`src/gpio_prb_pkg.sv`:
```
// Shared types and constants for the GPIO pin register block.
// Holds the request/response structs, register word offsets and field codes.
// No dependencies.
package gpio_prb_pkg;

    localparam int PAD_COUNT      = 54;  // width of the pad and pin vectors
    localparam int FSEL_WORDS     = 6;
    localparam int FSEL_PER_WORD  = 10;
    localparam int FSEL_PIN_LIMIT = FSEL_WORDS * FSEL_PER_WORD;
    localparam int PINS_MAX       = 64;

    // access kinds
    localparam logic OP_READ  = 1'b0;
    localparam logic OP_WRITE = 1'b1;

    // register word offsets
    localparam logic [5:0] W_FSEL0     = 6'd0;
    localparam logic [5:0] W_FSEL_LAST = 6'd5;
    localparam logic [5:0] W_SET0      = 6'd7;
    localparam logic [5:0] W_SET1      = 6'd8;
    localparam logic [5:0] W_CLR0      = 6'd10;
    localparam logic [5:0] W_CLR1      = 6'd11;
    localparam logic [5:0] W_LEV0      = 6'd13;
    localparam logic [5:0] W_LEV1      = 6'd14;
    localparam logic [5:0] W_PUD       = 6'd37;
    localparam logic [5:0] W_PUDCLK0   = 6'd38;
    localparam logic [5:0] W_PUDCLK1   = 6'd39;

    // field codes
    localparam logic [2:0] FSEL_OUTPUT = 3'd1;
    localparam logic [1:0] PULL_DOWN   = 2'd1;
    localparam logic [1:0] PULL_UP     = 2'd2;

    typedef struct packed {
        logic                 opcode;
        logic [5:0]           reg_index;
        logic [31:0]          write_data;
        logic [PAD_COUNT-1:0] pad_levels;
    } gpio_req_t;

    typedef struct packed {
        logic [31:0]          read_data;
        logic [PAD_COUNT-1:0] pin_drive;
        logic [PAD_COUNT-1:0] pin_output_enable;
        logic [PAD_COUNT-1:0] pull_up_mask;
        logic [PAD_COUNT-1:0] pull_down_mask;
    } gpio_rsp_t;

endpackage

```
`src/gpio_prb_regfile.sv`:
```
// Register state of the GPIO block: function selects, output latch, pull control.
// Applies one access when enabled and forms the response from the updated state.
// Depends on gpio_prb_pkg.
module gpio_prb_regfile
    import gpio_prb_pkg::*;
#(
    parameter int PIN_COUNT = 54
)
(
    input  logic      clk,
    input  logic      rst_n,
    input  logic      en,
    input  gpio_req_t req,
    output gpio_rsp_t rsp
);

    localparam int FSEL_PINS = (PIN_COUNT < FSEL_PIN_LIMIT) ? PIN_COUNT : FSEL_PIN_LIMIT;

    logic [2:0]           fsel_reg  [FSEL_PINS];
    logic [2:0]           fsel_next [FSEL_PINS];
    logic [PIN_COUNT-1:0] latch_reg;
    logic [PIN_COUNT-1:0] latch_next;
    logic [1:0]           pud_reg;
    logic [1:0]           pud_next;
    logic [1:0]           pull_reg  [PIN_COUNT];
    logic [1:0]           pull_next [PIN_COUNT];

    logic                 wr;
    logic [63:0]          lo_word;
    logic [63:0]          hi_word;
    logic [PIN_COUNT-1:0] lo_mask;
    logic [PIN_COUNT-1:0] hi_mask;

    assign wr      = en && (req.opcode == OP_WRITE);
    assign lo_word = {32'b0, req.write_data};
    assign hi_word = {req.write_data, 32'b0};
    assign lo_mask = lo_word[PIN_COUNT-1:0];
    assign hi_mask = hi_word[PIN_COUNT-1:0];

    // next state
    always_comb
    begin
        int p;
        p          = 0;
        latch_next = latch_reg;
        pud_next   = pud_reg;
        for (int i = 0; i < FSEL_PINS; i++)
        begin
            fsel_next[i] = fsel_reg[i];
        end
        for (int i = 0; i < PIN_COUNT; i++)
        begin
            pull_next[i] = pull_reg[i];
        end

        if (wr)
        begin
            unique case (req.reg_index) inside
                [W_FSEL0:W_FSEL_LAST]:
                begin
                    for (int w = 0; w < FSEL_WORDS; w++)
                    begin
                        for (int k = 0; k < FSEL_PER_WORD; k++)
                        begin
                            p = w * FSEL_PER_WORD + k;
                            if (p < FSEL_PINS && req.reg_index == 6'(w))
                            begin
                                fsel_next[p] = req.write_data[3*k +: 3];
                            end
                        end
                    end
                end
                W_SET0:    latch_next = latch_reg | lo_mask;
                W_SET1:    latch_next = latch_reg | hi_mask;
                W_CLR0:    latch_next = latch_reg & ~lo_mask;
                W_CLR1:    latch_next = latch_reg & ~hi_mask;
                W_PUD:     pud_next   = req.write_data[1:0];
                W_PUDCLK0, W_PUDCLK1:
                begin
                    for (int h = 0; h < 2; h++)
                    begin
                        for (int b = 0; b < 32; b++)
                        begin
                            p = h * 32 + b;
                            if (p < PIN_COUNT && req.write_data[b] &&
                                req.reg_index == (h == 0 ? W_PUDCLK0 : W_PUDCLK1))
                            begin
                                pull_next[p] = pud_reg;
                            end
                        end
                    end
                end
                default: ;
            endcase
        end
    end

    always_ff @(posedge clk or negedge rst_n)
    begin
        if (!rst_n)
        begin
            for (int i = 0; i < FSEL_PINS; i++)
            begin
                fsel_reg[i] <= '0;
            end
            for (int i = 0; i < PIN_COUNT; i++)
            begin
                pull_reg[i] <= '0;
            end
            latch_reg <= '0;
            pud_reg   <= '0;
        end
        else if (en)
        begin
            fsel_reg  <= fsel_next;
            pull_reg  <= pull_next;
            latch_reg <= latch_next;
            pud_reg   <= pud_next;
        end
    end

    // read side: current state (reads never change it)
    logic [PINS_MAX-1:0][2:0] fsel_all;
    logic [63:0]              lev_all;
    logic [63:0]              latch_cur64;
    logic [63:0]              pad64;
    logic [31:0]              rd;

    assign latch_cur64 = 64'(latch_reg);
    assign pad64       = 64'(req.pad_levels);

    always_comb
    begin
        fsel_all = '0;
        for (int i = 0; i < FSEL_PINS; i++)
        begin
            fsel_all[i] = fsel_reg[i];
        end
        lev_all = '0;
        for (int i = 0; i < PIN_COUNT; i++)
        begin
            lev_all[i] = (fsel_all[i] == FSEL_OUTPUT && i < FSEL_PINS) ?
                         latch_cur64[i] : pad64[i];
        end
    end

    always_comb
    begin
        rd = '0;
        if (req.opcode == OP_READ)
        begin
            unique case (req.reg_index) inside
                [W_FSEL0:W_FSEL_LAST]:
                begin
                    for (int w = 0; w < FSEL_WORDS; w++)
                    begin
                        if (req.reg_index == 6'(w))
                        begin
                            rd = {2'b0, fsel_all[w*FSEL_PER_WORD +: FSEL_PER_WORD]};
                        end
                    end
                end
                W_LEV0:  rd = lev_all[31:0];
                W_LEV1:  rd = lev_all[63:32];
                W_PUD:   rd = {30'b0, pud_reg};
                default: rd = '0;
            endcase
        end
    end

    // pin-facing vectors from the updated state
    logic [63:0] latch_new64;
    logic [63:0] oe64;
    logic [63:0] pu64;
    logic [63:0] pd64;

    assign latch_new64 = 64'(latch_next);

    always_comb
    begin
        oe64 = '0;
        pu64 = '0;
        pd64 = '0;
        for (int i = 0; i < FSEL_PINS; i++)
        begin
            oe64[i] = (fsel_next[i] == FSEL_OUTPUT);
        end
        for (int i = 0; i < PIN_COUNT; i++)
        begin
            pu64[i] = (pull_next[i] == PULL_UP);
            pd64[i] = (pull_next[i] == PULL_DOWN);
        end
    end

    assign rsp.read_data         = rd;
    assign rsp.pin_drive         = latch_new64[PAD_COUNT-1:0];
    assign rsp.pin_output_enable = oe64[PAD_COUNT-1:0];
    assign rsp.pull_up_mask      = pu64[PAD_COUNT-1:0];
    assign rsp.pull_down_mask    = pd64[PAD_COUNT-1:0];

endmodule

```
`src/gpio_pin_register_block_top.sv`:
```
// Top level of the GPIO pin register block: request register, register file,
// response register. Depends on gpio_prb_pkg and gpio_prb_regfile.
//
// Usage:
//   Request channel  (req_valid / req_stall / req_data): one word access per
//   request - opcode (read/write), reg_index, write_data and the sampled pads.
//   Response channel (rsp_valid / rsp_stall / rsp_data): exactly one response
//   per request, in order: read_data plus the pin drive, output enable and
//   pull masks as they stand after the access.
//   Order: an accepted request lands in the request register; it is applied to
//   the registers when its response is loaded into the response register,
//   which drives rsp_valid and rsp_data.
//   Throughput: one request per cycle when rsp_stall is low, set by the single
//   register file update each request needs at the response-register load.
//   Stall: while the response register is held by rsp_stall, a request still
//   sits in the request register; only when both are full does req_stall rise.
//   Reset (rst_n low, asynchronous): both stages empty, all function selects
//   input, output latch clear, pull request and per-pin pull modes cleared.
//   Up to PIN_COUNT (1..64) pins are stored; pin vectors are 54 bits wide.
module gpio_pin_register_block_top
    import gpio_prb_pkg::*;
#(
    parameter int PIN_COUNT = 54
)
(
    input  logic      clk,
    input  logic      rst_n,
    input  logic      req_valid,
    output logic      req_stall,
    input  gpio_req_t req_data,
    output logic      rsp_valid,
    input  logic      rsp_stall,
    output gpio_rsp_t rsp_data
);

    logic      req_valid_reg;
    logic      req_valid_next;
    gpio_req_t req_reg;
    logic      rsp_valid_reg;
    logic      rsp_valid_next;
    gpio_rsp_t rsp_reg;
    gpio_rsp_t rsp_calc;
    logic      advance;
    logic      process;

    // response register can take a new entry when empty or being drained
    assign advance   = !rsp_valid_reg || !rsp_stall;
    assign process   = req_valid_reg && advance;
    assign req_stall = req_valid_reg && !advance;

    gpio_prb_regfile #(
        .PIN_COUNT (PIN_COUNT)
    ) u_regfile (
        .clk   (clk),
        .rst_n (rst_n),
        .en    (process),
        .req   (req_reg),
        .rsp   (rsp_calc)
    );

    always_comb
    begin
        req_valid_next = req_valid_reg;
        if (!req_stall)
        begin
            req_valid_next = req_valid;
        end
        rsp_valid_next = rsp_valid_reg;
        if (advance)
        begin
            rsp_valid_next = req_valid_reg;
        end
    end

    always_ff @(posedge clk or negedge rst_n)
    begin
        if (!rst_n)
        begin
            req_valid_reg <= 1'b0;
            rsp_valid_reg <= 1'b0;
        end
        else
        begin
            req_valid_reg <= req_valid_next;
            rsp_valid_reg <= rsp_valid_next;
        end
    end

    // payload registers, no reset
    always_ff @(posedge clk)
    begin
        if (req_valid && !req_stall)
        begin
            req_reg <= req_data;
        end
        if (process)
        begin
            rsp_reg <= rsp_calc;
        end
    end

    assign rsp_valid = rsp_valid_reg;
    assign rsp_data  = rsp_reg;

    // back-pressure only when both stages hold work
    a_stall_only_when_full: assert property (@(posedge clk) disable iff (!rst_n)
        req_stall |-> (rsp_valid && rsp_stall))
        else $error("request stalled while response stage could drain");

    // an accepted request is held in the request register next cycle
    a_accept_lands: assert property (@(posedge clk) disable iff (!rst_n)
        (req_valid && !req_stall) |=> req_valid_reg)
        else $error("accepted request lost");

    // a processed request always produces a response
    a_process_responds: assert property (@(posedge clk) disable iff (!rst_n)
        process |=> rsp_valid)
        else $error("processed request gave no response");

    // a drained response with nothing behind it leaves the output empty
    a_drain_empties: assert property (@(posedge clk) disable iff (!rst_n)
        (rsp_valid && !rsp_stall && !req_valid_reg) |=> !rsp_valid)
        else $error("response repeated");

endmodule

```
`config.mk`:
```
export PLATFORM = sky130hd
export DESIGN_NAME = gpio_pin_register_block_top
export DESIGN_NICKNAME = d
export VERILOG_FILES = /design/src/gpio_prb_pkg.sv /design/src/gpio_prb_regfile.sv /design/src/gpio_pin_register_block_top.sv
export SDC_FILE = /design/constraint.sdc
export NUM_CORES = 1
export LEC_CHECK = 0
export BUFFER_PORTS_ARGS = -buffer_cell sky130_fd_sc_hd__buf_2
export CAP_MARGIN = 25
export CELL_PAD_IN_SITES_DETAIL_PLACEMENT = 0
export CELL_PAD_IN_SITES_GLOBAL_PLACEMENT = 1
export CORE_ASPECT_RATIO = 1.75
export CORE_MARGIN = 5
export CORE_UTILIZATION = 35
export CTS_CLUSTER_DIAMETER = 50
export DETAILED_ROUTE_END_ITERATION = 8
export PLACE_DENSITY = 0.61
export SLEW_MARGIN = 20
export SYNTH_ARGS = -nofsm -noshare
export SYNTH_HDL_FRONTEND = slang
export SYNTH_HIERARCHICAL = 1
export SYNTH_SLANG_ARGS = --single-unit
```
`constraint.sdc`:
```
create_clock -name clk -period 25.3 [get_ports clk]
set_input_delay 2.53 -clock clk [delete_from_list [all_inputs] [get_ports clk]]
set_output_delay 2.53 -clock clk [all_outputs]
set_load 0.01 [all_outputs]
```
==> flow_metrics.env <==
export IMPL_run_status="completed"
export IMPL_fmax_ghz=0.182
export IMPL_port_buffers=346
export IMPL_route_detailed_vias_per_inst=5.37
export IMPL_series_of_cell_instances_along_the_critical_path="buf_2 > nand3_2 > inv_1 > buf_2"
export IMPL_grt_setup_unrepaired="false"
export IMPL_max_clock_path_buffers=3
export IMPL_synth_cells=2018
export IMPL_grt_overflow=0
export IMPL_post_cts_repair_setup_buffers=0
export IMPL_wl_met2_mm=49.1
export IMPL_initial_utilization=0.351
export IMPL_gr_usage_all_layers=0.216
export IMPL_syn_cell_area_mm2=0.0288
export IMPL_design_final_nets=2453
export IMPL_yosysWarningCount=6
export IMPL_hold_startpoint="u_regfile/fsel_all[108]"
export IMPL_placed_area_mm2=0.0317
export IMPL_slew_headroom=0.302
export IMPL_internal_power_mw=1.93
export IMPL_clock_power_share=0.420
export IMPL_wl_per_cell_um=27.8
export IMPL_m1WireLength_mm=36.7
export IMPL_post_route_drc_count=0
export IMPL_number_of_clock_sinks=669
export IMPL_std_cell_rows=139
export IMPL_finish_utilization=0.417
export IMPL_fin_worst_skew_ns=0.0298
export IMPL_report_final_hold_viol_count=0
export IMPL_max_cap_viol_count=0
export IMPL_critPathMostFrequentCell="buf_2"
export IMPL_netSwitchingFraction=0.253
export IMPL_largest_reg_flops=248
export IMPL_portion_of_total_power_attributed_to_combinational_logic=0.085
export IMPL_post_route_total_power_mw=2.59
export IMPL_multi_input_comb_area_mm2=0.00974
export IMPL_timing_reg2reg_setup_slack_ns=21.66
export IMPL_critical_path_reg2reg_startpoint="rsp_valid"
export IMPL_postLayoutSetupSlackWorst_ns=19.82
export IMPL_power_per_cell_area_mw_per_mm2=75.7
export IMPL_num_fill_cells=7635
export IMPL_worstPathBufferInverterCount=3
export IMPL_grt_first_pass_wirelength_mm=139
export IMPL_layout_drive_gt1_share=0.347
export IMPL_mappedNetlistNets=2115
export IMPL_postSynthRegisterBits=669
export IMPL_clk_insertion_delay_late_ns=0.66
export IMPL_grt_antenna_before_repair=20
export IMPL_cp_max_fo=3
export IMPL_drtPass1Iterations=5
export IMPL_worst_path_cell_with_the_longest_stage_delay="buf_2"
export IMPL_cts_resized=0
export IMPL_detailed_route_wirelength_on_metal3_mm=6.78
export IMPL_fin_crit_ns=5.48
export IMPL_setup_viol_count_final=0
export IMPL_worst_hold_path_endpoint="u_regfile/fsel_all[108]"
export IMPL_synth_distinct_cells=56
export IMPL_dpl_worst_slack_ns=19.36
export IMPL_cts_tree="yes"
export IMPL_synth_yosys_seq_area_share=0.641
export IMPL_fp_coreArea_mm2=0.0819
export IMPL_synth_avg_cell_area_um2=14.3
export IMPL_sequential_cell_area_mm2=0.0185
export IMPL_critical_path_top_delay_family="buffers and inverters"
export IMPL_clockRootBuffer="clkbuf_16"
export IMPL_worst_hold_path_num_cells=2
export IMPL_dpl_hpwl_mm=67.1
export IMPL_highest_routing_layer_actually_used="met5"
export IMPL_worst_ep_arrival_time_ns=2.95
export IMPL_setup_worst_path_start_class="primary input"
export IMPL_dieArea_mm2=0.0883
export IMPL_worstHoldPathType="flip-flop to flip-flop"
export IMPL_timing_critical_path_slowest_cell_delay_ns=0.13
export IMPL_timing_rr_end="rsp_data[113]"
export IMPL_setup_worst_path_class="primary input to output port"
export IMPL_drt_wl_total_mm=96.8
export IMPL_tritoncts_buffers=70
export IMPL_irDropWorstVdd_v=0.0000868
export IMPL_p_leak_nw=15.0
export IMPL_switchingPower_uw=655
export IMPL_grt_pass1_vias=19600
export IMPL_worstRegToRegCells=4
export IMPL_cts_clock_pin_slew_for_the_worst_setup_and_hold_paths_ns=0.06
export IMPL_cts_hold_buffers=0
export IMPL_flow_area_growth_from_synthesis_pct=18.7
export IMPL_die_width_um=227
export IMPL_tightestPinTransition_ns=1.04
export IMPL_number_of_placed_i_o_pins=347
export IMPL_via_count=18700
export IMPL_min_period_over_period=0.217
export IMPL_grt_max_degree=76
export IMPL_worstPathRequired_ns=22.77
export IMPL_htree_num_levels=3
export IMPL_height_of_the_die_um=389
export IMPL_final_cell_area_mm2=0.0342
export IMPL_total_negative_setup_slacks_ns=0
export IMPL_drtIter0Drc=1127
export IMPL_number_of_routed_nets_with_antenna_violations=0
export IMPL_gp_congestion=0.821
export IMPL_timing_critical_path_to_type="output port"
export IMPL_power_sequential_fraction=0.495
export IMPL_maxSlewViolCount=0
-- worst reg2reg max path: cells and delay by family (launching register included) --
kind                   cells  cell delay [ns]
DFF                        1             0.44
AOI/OAI and AO/OA          1             0.28
buffers and inverters      3             2.43
-- cell usage in the layout (no fill, tap or decap), types with 6 or more instances in the layout --
cell type and n:
clkinv_1 10, o22ai_1 10, mux4_2 23, nand2_2 11
a222oi_1 7, a221oi_1 10, a22o_1 86, edfxtp_1 341
mux2_2 243, a22oi_1 11, o21ai_0 60, nand2_1 211
o21ai_2 20, nand2b_1 110, clkbuf_1 15, o32ai_1 10
diode_2 9, o2bb2ai_1 7, clkinv_2 6, nor2_1 24
a211oi_1 8, clkbuf_16 72, nor3b_1 53, bufinv_16 8
o21ai_1 20, buf_2 347, buf_4 59, mux2i_1 163
o22a_1 23, mux2_1 7, a21oi_1 33, nand3_2 6
dfrtp_1 326
-- cells in the mapped netlist (all sizes together) --
master   number  area [um^2]
nor3          6         51.3
buf          60          354
a222oi        7         70.1
a221oi       10         87.6
or4b          1         13.8
o22ai        10         62.6
and4          2         17.5
a211oi        8         60.1
nand2       222          861
nand2b      112          701
mux2        250         2820
o21ai       100          576
a22o         86          753
inv           1         3.75
o22a         23          201
dfrtp       328         8210
or2           3         18.8
and2          4         25.0
nor2         25         96.4
o21a          1         7.51
a22oi        11         82.6
maj3          1         10.0
a21boi        1         7.51
nor3b        56          420
clkbuf       83          312
and3          2         12.5
o32ai        10         87.6
o31ai         4         30.0
nor2b         4         25.0
a21o          1         8.76
nand4b        1         8.76
nor4          4         70.1
edfxtp      341        10200
mux4         23          518
nand4         1         6.26
mux2i       163         1630
nor4b         1         23.8
nand3         9         50.1
a311oi        2         17.5
nand4bb       1         11.3
a21oi        33          165
o2bb2ai       7         61.3
-- area by class of cell --
cell class | count | area share
Antenna cell | 9 | 0.000659
Tap cell | 1057 | 0.0387
Clock inverter | 39 | 0.0142
Multi-Input combinational cell | 1205 | 0.285
Inverter | 1 | 0.000110
Timing Repair Buffer | 409 | 0.0654
Sequential cell | 669 | 0.540
Clock buffer | 91 | 0.0560
-- power by group through the flow --
stage / combinational [mW] / sequential [mW] / clock, mW
final: 0.220 / 1.28 / 1.09
after global placement: 0.219 / 1.30 / 0
after floorplan: 0.102 / 1.31 / 0
after CTS: 0.224 / 1.28 / 1.12
after detailed placement: 0.223 / 1.30 / 0
after global routing: 0.236 / 1.29 / 1.16
-- metrics by stage --
| stage | hold WS [ns] | instances |
|---|---|---|
| global route | 0.532 | 3472 |
| global placement | 0.489 | 3338 |
| finish | 0.503 | 3480 |
| floorplan | 0.455 | 2018 |
| detailed placement | 0.488 | 3340 |
| CTS | 0.505 | 3470 |
-- routing by layer --
metal	global-route usage	vias up
met5	0	-
met4	0.0864	22
li1	-	8225
met1	0.254	9699
met2	0.370	555
met3	0.0620	174
-- worst max-delay path by stage --
stage / startpoint / endpoint / slack [ns] / cells past startpoint
2_1_floorplan: rsp_stall / u_regfile/pull_reg[80] / 6.58 / 6
3_5_place_dp: rsp_stall / rsp_data[128] / 19.36 / 5
6_report: rsp_stall / req_stall / 19.82 / 4
4_1_cts: rsp_stall / req_stall / 19.80 / 4
5_1_grt: rsp_stall / req_stall / 19.76 / 4
3_3_place_gp: rsp_stall / rsp_data[128] / 19.48 / 5
-- cell families (layout without fill, tap and decap cells) --
logic type	after synthesis	after routing	share of synthesized area
flops	669	669	0.641
simple gates	454	454	0.0838
mux	436	436	0.172
compound gates	314	314	0.0792
buf+inv	144	540	0.0233
fa+ha+maj	1	1	0.000348
other cells	0	9	0
Note: power is estimated with default switching activity, not from simulation.
